--- config.mk ---
export PLATFORM = sky130hd
export DESIGN_NAME = rate_extrapolation_predictor
export DESIGN_NICKNAME = d
export VERILOG_FILES = /design/src/design/rep_pkg.sv /design/src/design/rate_extrapolation_predictor.sv
export SDC_FILE = /design/constraint.sdc
export NUM_CORES = 2
export LEC_CHECK = 0
export BUFFER_PORTS_ARGS = -buffer_cell sky130_fd_sc_hd__buf_2
export CORE_MARGIN = 4
export CORE_UTILIZATION = 34
export CTS_BUF_LIST = sky130_fd_sc_hd__clkbuf_4
export CTS_CLUSTER_SIZE = 12
export DETAILED_ROUTE_END_ITERATION = 10
export HOLD_SLACK_MARGIN = 0.03
export PLACE_DENSITY = 0.57
export SLEW_MARGIN = 20
export SYNTH_ARGS = -nofsm -noshare
export SYNTH_HDL_FRONTEND = slang
export SYNTH_SLANG_ARGS = --single-unit
--- constraint.sdc ---
create_clock -name clk -period 22 [get_ports clk]
set_input_delay 4.4 -clock clk [delete_from_list [all_inputs] [get_ports clk]]
set_output_delay 4.4 -clock clk [all_outputs]
set_load 0.02 [all_outputs]
--- src/design/rep_pkg.sv ---
// Shared types and constants for the rate extrapolation predictor.
package rep_pkg;

  localparam int FRACTION_BITS_DEF = 16;

  localparam int CFG_IDX_W = 3;

  typedef enum logic [CFG_IDX_W-1:0] {
    REG_HORIZON = 3'd0,
    REG_GAIN    = 3'd1,
    REG_CLAMP   = 3'd2,
    REG_MIN     = 3'd3,
    REG_MAX     = 3'd4
  } reg_idx_t;

  typedef enum logic [2:0] {
    ST_IDLE,
    ST_DIV,
    ST_RATE,
    ST_MUL,
    ST_ACC,
    ST_FIN
  } state_t;

  // multiply steps of the shared unit, in issue order
  typedef enum logic [2:0] {
    OP_AVG_OLD  = 3'd0,
    OP_AVG_RATE = 3'd1,
    OP_BL_AVG   = 3'd2,
    OP_BL_RATE  = 3'd3,
    OP_EXT      = 3'd4
  } op_t;

endpackage

--- src/design/rate_extrapolation_predictor.sv ---
// Rate extrapolation predictor: serial divider plus one shared multiplier.
//
// Input channel (in_valid / in_stall) carries a sample, its time step and a
// restart flag; the result channel (out_valid / out_stall) carries the
// predicted value. A request is accepted when valid is high and stall low.
// The config port writes one register per cycle at cfg_index while cfg_we is
// high; write only while the block is idle.
//
// From input accept to result valid the block runs 33 + FRACTION_BITS divider
// steps, one bit per cycle, forms the rate, runs five multiply/accumulate
// pairs on the shared multiplier (32 x 25 bit at the default) and then
// saturates and clamps. One item is in work at a time and the next request
// is taken the cycle after the result is registered.
//
// The result sits in an output register; the next request is taken while it
// waits. If the receiver still stalls when the following result is ready,
// the block holds in its final step until the register frees up.
// Synchronous reset clears state, the rate history and the config registers.
module rate_extrapolation_predictor
  import rep_pkg::*;
#(
  parameter int FRACTION_BITS = FRACTION_BITS_DEF
) (
  input  logic                 clk,
  input  logic                 rst_n,
  input  logic                 in_valid,
  output logic                 in_stall,
  input  logic signed [31:0]   in_sample,
  input  logic [23:0]          in_time_step,
  input  logic                 in_restart,
  output logic                 out_valid,
  input  logic                 out_stall,
  output logic signed [31:0]   out_predicted,
  input  logic                 cfg_we,
  input  logic [CFG_IDX_W-1:0] cfg_index,
  input  logic [31:0]          cfg_wdata
);

  localparam int BW  = ((FRACTION_BITS + 1 > 24) ? FRACTION_BITS + 1 : 24) + 1;
  localparam int PW  = 32 + BW;
  localparam int AW  = PW + 2;
  localparam int QW  = 33 + FRACTION_BITS;
  localparam int CW  = $clog2(QW);
  localparam logic [BW-1:0] ONE_B = BW'(1) << FRACTION_BITS;
  localparam logic [CW-1:0] DIV_LAST = CW'(QW - 1);

  function automatic logic signed [31:0] sat32(input logic signed [AW-1:0] x);
    logic in_range;
    in_range = (&x[AW-1:31]) | ~(|x[AW-1:31]);
    if (in_range) return x[31:0];
    else if (x[AW-1]) return 32'sh8000_0000;
    else return 32'sh7fff_ffff;
  endfunction

  state_t state_r, state_nxt;
  op_t    op_r, op_nxt;

  logic [23:0]        horizon_r;
  logic [16:0]        gain_r;
  logic               clamp_en_r;
  logic signed [31:0] min_r, max_r;

  logic signed [31:0] prev_r, prev_nxt;
  logic signed [31:0] avg_r, avg_nxt;
  logic signed [31:0] sample_r, sample_nxt;
  logic [23:0]        dt_r, dt_nxt;
  logic               neg_r, neg_nxt;
  logic [23:0]        rem_r, rem_nxt;
  logic [QW-1:0]      quo_r, quo_nxt;
  logic [CW-1:0]      cnt_r, cnt_nxt;
  logic signed [31:0] rate_r, rate_nxt;
  logic signed [31:0] blend_r, blend_nxt;
  logic signed [PW-1:0] prod_r, prod_nxt;
  logic signed [AW-1:0] acc_r, acc_nxt;
  logic               out_valid_r, out_valid_nxt;
  logic signed [31:0] out_r, out_nxt;

  logic               in_acc;
  logic signed [31:0] base;
  logic signed [32:0] diff;
  logic [32:0]        mag;
  logic [24:0]        div_try;
  logic               div_ge;
  logic               q_big;
  logic signed [31:0] mul_a;
  logic signed [BW-1:0] mul_b;
  logic [BW-1:0]      dt_ext, g_ext, g_sat, h_ext;
  logic               dt_lt_one;
  logic signed [AW-1:0] acc_sum;
  logic signed [31:0] sum_sat;
  logic signed [31:0] res;
  logic               out_free;

  assign in_acc   = in_valid && !in_stall;
  assign out_free = !out_valid_r || !out_stall;

  // ---------------- next state ----------------
  always_comb begin
    state_nxt = state_r;
    case (state_r)
      ST_IDLE: if (in_valid) state_nxt = ST_DIV;
      ST_DIV:  if (cnt_r == '0) state_nxt = ST_RATE;
      ST_RATE: state_nxt = ST_MUL;
      ST_MUL:  state_nxt = ST_ACC;
      ST_ACC:  state_nxt = (op_r == OP_EXT) ? ST_FIN : ST_MUL;
      ST_FIN:  if (out_free) state_nxt = ST_IDLE;
      default: state_nxt = ST_IDLE;
    endcase
  end

  // ---------------- outputs ----------------
  always_comb begin
    in_stall      = (state_r != ST_IDLE);
    out_valid     = out_valid_r;
    out_predicted = out_r;
  end

  // ---------------- datapath ----------------
  always_comb begin
    dt_ext    = {{(BW-24){1'b0}}, dt_r};
    g_ext     = {{(BW-17){1'b0}}, gain_r};
    h_ext     = {{(BW-24){1'b0}}, horizon_r};
    g_sat     = (g_ext > ONE_B) ? ONE_B : g_ext;
    dt_lt_one = dt_ext < ONE_B;

    base = in_restart ? in_sample : prev_r;
    diff = $signed({in_sample[31], in_sample}) - $signed({base[31], base});
    mag  = diff[32] ? 33'(-diff) : 33'(diff);

    div_try = {rem_r, quo_r[QW-1]};
    div_ge  = div_try >= {1'b0, dt_r};
    q_big   = |quo_r[QW-1:31];

    case (op_r)
      OP_AVG_OLD:  begin mul_a = avg_r;   mul_b = $signed(ONE_B - dt_ext); end
      OP_AVG_RATE: begin mul_a = rate_r;  mul_b = $signed(dt_ext);         end
      OP_BL_AVG:   begin mul_a = avg_r;   mul_b = $signed(ONE_B - g_sat);  end
      OP_BL_RATE:  begin mul_a = rate_r;  mul_b = $signed(g_sat);          end
      OP_EXT:      begin mul_a = blend_r; mul_b = $signed(h_ext);          end
      default:     begin mul_a = '0;      mul_b = '0;                      end
    endcase

    acc_sum = acc_r + AW'(prod_r);
    // arithmetic shift gives the floor
    sum_sat = sat32(acc_sum >>> FRACTION_BITS);

    res = sat32(acc_r >>> FRACTION_BITS);
    if (clamp_en_r) begin
      if (res < min_r) res = min_r;
      if (res > max_r) res = max_r;
    end

    prev_nxt      = prev_r;
    avg_nxt       = avg_r;
    sample_nxt    = sample_r;
    dt_nxt        = dt_r;
    neg_nxt       = neg_r;
    rem_nxt       = rem_r;
    quo_nxt       = quo_r;
    cnt_nxt       = cnt_r;
    rate_nxt      = rate_r;
    blend_nxt     = blend_r;
    prod_nxt      = prod_r;
    acc_nxt       = acc_r;
    op_nxt        = op_r;
    out_nxt       = out_r;
    out_valid_nxt = out_valid_r && out_stall;

    case (state_r)
      ST_IDLE: begin
        if (in_acc) begin
          sample_nxt = in_sample;
          dt_nxt     = (in_time_step == '0) ? 24'd1 : in_time_step;
          prev_nxt   = in_sample;
          neg_nxt    = diff[32];
          rem_nxt    = '0;
          quo_nxt    = {mag, {FRACTION_BITS{1'b0}}};
          cnt_nxt    = DIV_LAST;
        end
      end
      ST_DIV: begin
        rem_nxt = div_ge ? 24'(div_try - {1'b0, dt_r}) : div_try[23:0];
        quo_nxt = {quo_r[QW-2:0], div_ge};
        cnt_nxt = cnt_r - CW'(1);
      end
      ST_RATE: begin
        if (neg_r) rate_nxt = q_big ? 32'sh8000_0000 : -$signed(quo_r[31:0]);
        else       rate_nxt = q_big ? 32'sh7fff_ffff : $signed(quo_r[31:0]);
        acc_nxt = '0;
        op_nxt  = OP_AVG_OLD;
      end
      ST_MUL: begin
        prod_nxt = mul_a * mul_b;
      end
      ST_ACC: begin
        case (op_r)
          OP_AVG_OLD: begin
            acc_nxt = acc_sum;
            op_nxt  = OP_AVG_RATE;
          end
          OP_AVG_RATE: begin
            avg_nxt = dt_lt_one ? sum_sat : rate_r;
            acc_nxt = '0;
            op_nxt  = OP_BL_AVG;
          end
          OP_BL_AVG: begin
            acc_nxt = acc_sum;
            op_nxt  = OP_BL_RATE;
          end
          OP_BL_RATE: begin
            blend_nxt = sum_sat;
            // sample folded in ahead of the shift: floor is unchanged
            acc_nxt   = $signed({{(AW-32){sample_r[31]}}, sample_r}) <<< FRACTION_BITS;
            op_nxt    = OP_EXT;
          end
          OP_EXT: begin
            acc_nxt = acc_sum;
          end
          default: ;
        endcase
      end
      ST_FIN: begin
        if (out_free) begin
          out_nxt       = res;
          out_valid_nxt = 1'b1;
        end
      end
      default: ;
    endcase
  end

  // ---------------- registers ----------------
  always_ff @(posedge clk) begin
    if (!rst_n) begin
      state_r     <= ST_IDLE;
      op_r        <= OP_AVG_OLD;
      out_valid_r <= 1'b0;
      prev_r      <= '0;
      avg_r       <= '0;
      horizon_r   <= '0;
      gain_r      <= '0;
      clamp_en_r  <= 1'b0;
      min_r       <= 32'sh8000_0000;
      max_r       <= 32'sh7fff_ffff;
    end else begin
      state_r     <= state_nxt;
      op_r        <= op_nxt;
      out_valid_r <= out_valid_nxt;
      prev_r      <= prev_nxt;
      avg_r       <= avg_nxt;
      if (cfg_we) begin
        case (cfg_index)
          REG_HORIZON: horizon_r  <= cfg_wdata[23:0];
          REG_GAIN:    gain_r     <= cfg_wdata[16:0];
          REG_CLAMP:   clamp_en_r <= cfg_wdata[0];
          REG_MIN:     min_r      <= $signed(cfg_wdata);
          REG_MAX:     max_r      <= $signed(cfg_wdata);
          default: ;
        endcase
      end
    end
  end

  always_ff @(posedge clk) begin
    sample_r <= sample_nxt;
    dt_r     <= dt_nxt;
    neg_r    <= neg_nxt;
    rem_r    <= rem_nxt;
    quo_r    <= quo_nxt;
    cnt_r    <= cnt_nxt;
    rate_r   <= rate_nxt;
    blend_r  <= blend_nxt;
    prod_r   <= prod_nxt;
    acc_r    <= acc_nxt;
    out_r    <= out_nxt;
  end

endmodule

==> out/results.txt <==
Status -> finished, final reports clean
Core ar. -> 0.1761 mm²
Slowest cell on crit path -> dfxtp_2
Die W -> 428.8 µm
Tmin final -> 11.39 ns
Final std cell area, no fill -> 0.06554 mm²
# nets final -> 8,083
Post-DRT Antenna Nets -> 0
Top reg by flops -> acc_r
DRC errors left -> 0
WL/cell -> 22.51 µm
Endpoints failing setup -> 0
Initial core utilization -> 0.3419
Reg-to-Reg Start -> op_r[0]$_SDFFE_PN0P_
CP arrival -> 12.39 ns
Buffers on Ports -> 130
Number of synthesized flops with an enable pin -> 348
Count leader, synth -> inv_1
Most common cell on crit path -> fa_1
Top delay family on crit path -> adder cells
Post-CTS setup buffer count -> 0
WS Path Type -> flop to flop
Max reg flops -> 59
Via-per-instance ratio -> 5.344
Tightest Pin Transition -> 1.156 ns
CTS tree -> done
Worst hold path class -> flop to flop
Dpl ws -> 10.83 ns
Row cnt -> 154
Top Registers -> acc_r x59, prod_r x57, quo_r x49
Top FF cell, synth -> edfxtp_1
Synth area leaders -> fa_1, edfxtp_1, ha_1
CTS Hold Bufs -> 0
Register Area -> 0.01400 mm²
GRT Overall Usage -> 0.2248
Post-placement cell area -> 0.06356 mm²
FFs w/ async S/R, synth -> 0
Max-capacitance violation count -> 0
Sum Neg Setup Slack -> 0 ns
Via count -> 49,640
Largest net degree at the start of global routing -> 90
Initial DRC count -> 4,435
I/O pin cnt -> 131
Max-slew violations -> 0
Synth cell types -> 91
H-tree levels -> 4
Cell Count, Final, Fillers Out -> 9,289
Pleak -> 29.82 nW
Crit path launch -> op_r[0]$_SDFFE_PN0P_
Final hold slack -> 0.4632 ns
Slew headroom -> 0.2296
Clock sinks -> 525
Die footprint -> 0.1839 mm²
Final wirelength -> 209.1 mm
CTS Root Cell -> clkbuf_4
Initial DRT Pass Iterations -> 5
Synth warn -> 0
Mapped cell area -> 0.06022 mm²
RePlAce Congestion -> 0.9464
Layout area overhead -> 8.831%
Mean Syn Cell Area -> 8.852 µm²
Pwr Total -> 3.425 mW
Post-synthesis sequential area ratio -> 0.2324
First-pass GRT wire length -> 315.6 mm
# resized after CTS -> 0
Placed cell count -> 9,020
Largest stage delay, worst path -> 0.77 ns
Pwr dens -> 52.25 mW/mm²
Worst Hold Launch -> prev_r[17]$_SDFFE_PN0P_
Clk slew on worst S/H paths -> 0.07 ns
FILL cells -> 18,090
Final cycle utilization of the critical path -> 0.5179
Yosys top cell area share -> 0.2733
Max Clock Skew -> 0.08673 ns
Max FO, Critical Path -> 54
VDD IR-drop max -> 0.05378 mV
Critical path launch point type -> flop
Synthesized Nets -> 8,060
Sum of buffers and inverters on the critical path -> 8
Yosys reg bits -> 525
Setup ws final -> 10.61 ns
Worst setup EP type -> flop
Clk buf depth -> 3
Die H -> 428.8 µm
Vias in the first global route -> 50,470
Clock latency on the worst-skew pair -> 1.15 ns
Initial antenna violation count -> 12
Detailed placement HPWL -> 158.9 mm
Dominant cell type by area after synthesis -> fa_1
RSZ-0062 raised after global routing -> false
Layout Utilization -> 0.3721
CP required -> 22.99 ns
Top post-synthesis cells by count -> inv_1, nand2_1, fa_1
Total CTS buffers -> 144
Gate Count Post-Synth -> 6,803
Final Hold Violating Endpoints -> 0
Area of the multi-input gates -> 0.04149 mm²
Fmax -> 87.77 MHz
Final global-route overflow total -> 0
Layout cell share with drive strength beyond 1 -> 0.08108
## area by class of cell
| class | count | area share |
|---|---|---|
| Antenna cell | 5 | 0.0001909 |
| Clock buffer | 213 | 0.02440 |
| Clock inverter | 51 | 0.005040 |
| Inverter | 980 | 0.05615 |
| Multi-Input combinational cell | 4933 | 0.6331 |
| Sequential cell | 525 | 0.2136 |
| Tap cell | 2340 | 0.04468 |
| Timing Repair Buffer | 242 | 0.02285 |
## metal layers
metal	share of wire	vias to the layer above	GRT usage
met1	0.41	24770	0.2944
met3	0.084	447	0.04765
met2	0.46	2037	0.3579
met4	0.048	8	0.1005
met5	0.00023	-	0
li1	-	22380	-
## final timing paths
path              slack (ns)                 endpoint  depth (start not counted)
hold / removal          0.46  prev_r[17]$_SDFFE_PN0P_                          2
setup reg to reg       10.61     prod_r[53]$_DFFE_PP_                         33
setup / recovery       10.61     prod_r[53]$_DFFE_PP_                         33
hold reg to reg         0.46  prev_r[17]$_SDFFE_PN0P_                          2
## report_power, final
group	internal [mW]	switching [mW]
Clock	0.485	0.475
Combinational	0.437	0.782
Sequential	1.17	0.0719
Total	2.10	1.33
## worst register-to-register path, delay by kind of cell (launching register included)
family                   cells  cell delay (ns)
adder cells (fa/ha/maj)      8             3.88
AND/OR/NAND/NOR              7             1.83
buffers and inverters        8             1.76
flip-flops                   1             0.77
AO/OA/AOI/OAI               10             3.09
## cells in the final DEF (no fill, tap or decap), types with 20 or more instances in the layout
cell,instances
a211oi_1,46
a21boi_0,116
a21o_1,124
a21oi_1,372
a22o_1,66
a22oi_1,30
a31oi_1,34
and2_1,60
and3_1,42
buf_2,129
buf_4,112
clkbuf_4,213
clkinv_1,29
dfxtp_1,174
edfxtp_1,348
fa_1,822
ha_1,338
inv_1,975
mux2i_1,51
nand2_1,944
nand2b_1,71
nand3_1,55
nand4_1,48
nor2_1,657
nor2b_1,73
nor3_1,121
nor4_1,27
o211ai_1,55
o21a_1,39
o21ai_0,225
o21bai_1,31
or3_1,20
xnor2_1,126
xor2_1,84
## logic make-up after synthesis
| group | share of synthesized area |
|---|---|
| flip-flops | 0.2324 |
| AO/OA/AOI/OAI | 0.1423 |
| AND/OR/NAND/NOR | 0.1584 |
| XOR/XNOR | 0.03054 |
| multiplexers | 0.009018 |
| adder cells (fa/ha/maj) | 0.3435 |
| buffers and inverters | 0.08386 |
(Power assumes the default switching activity.)
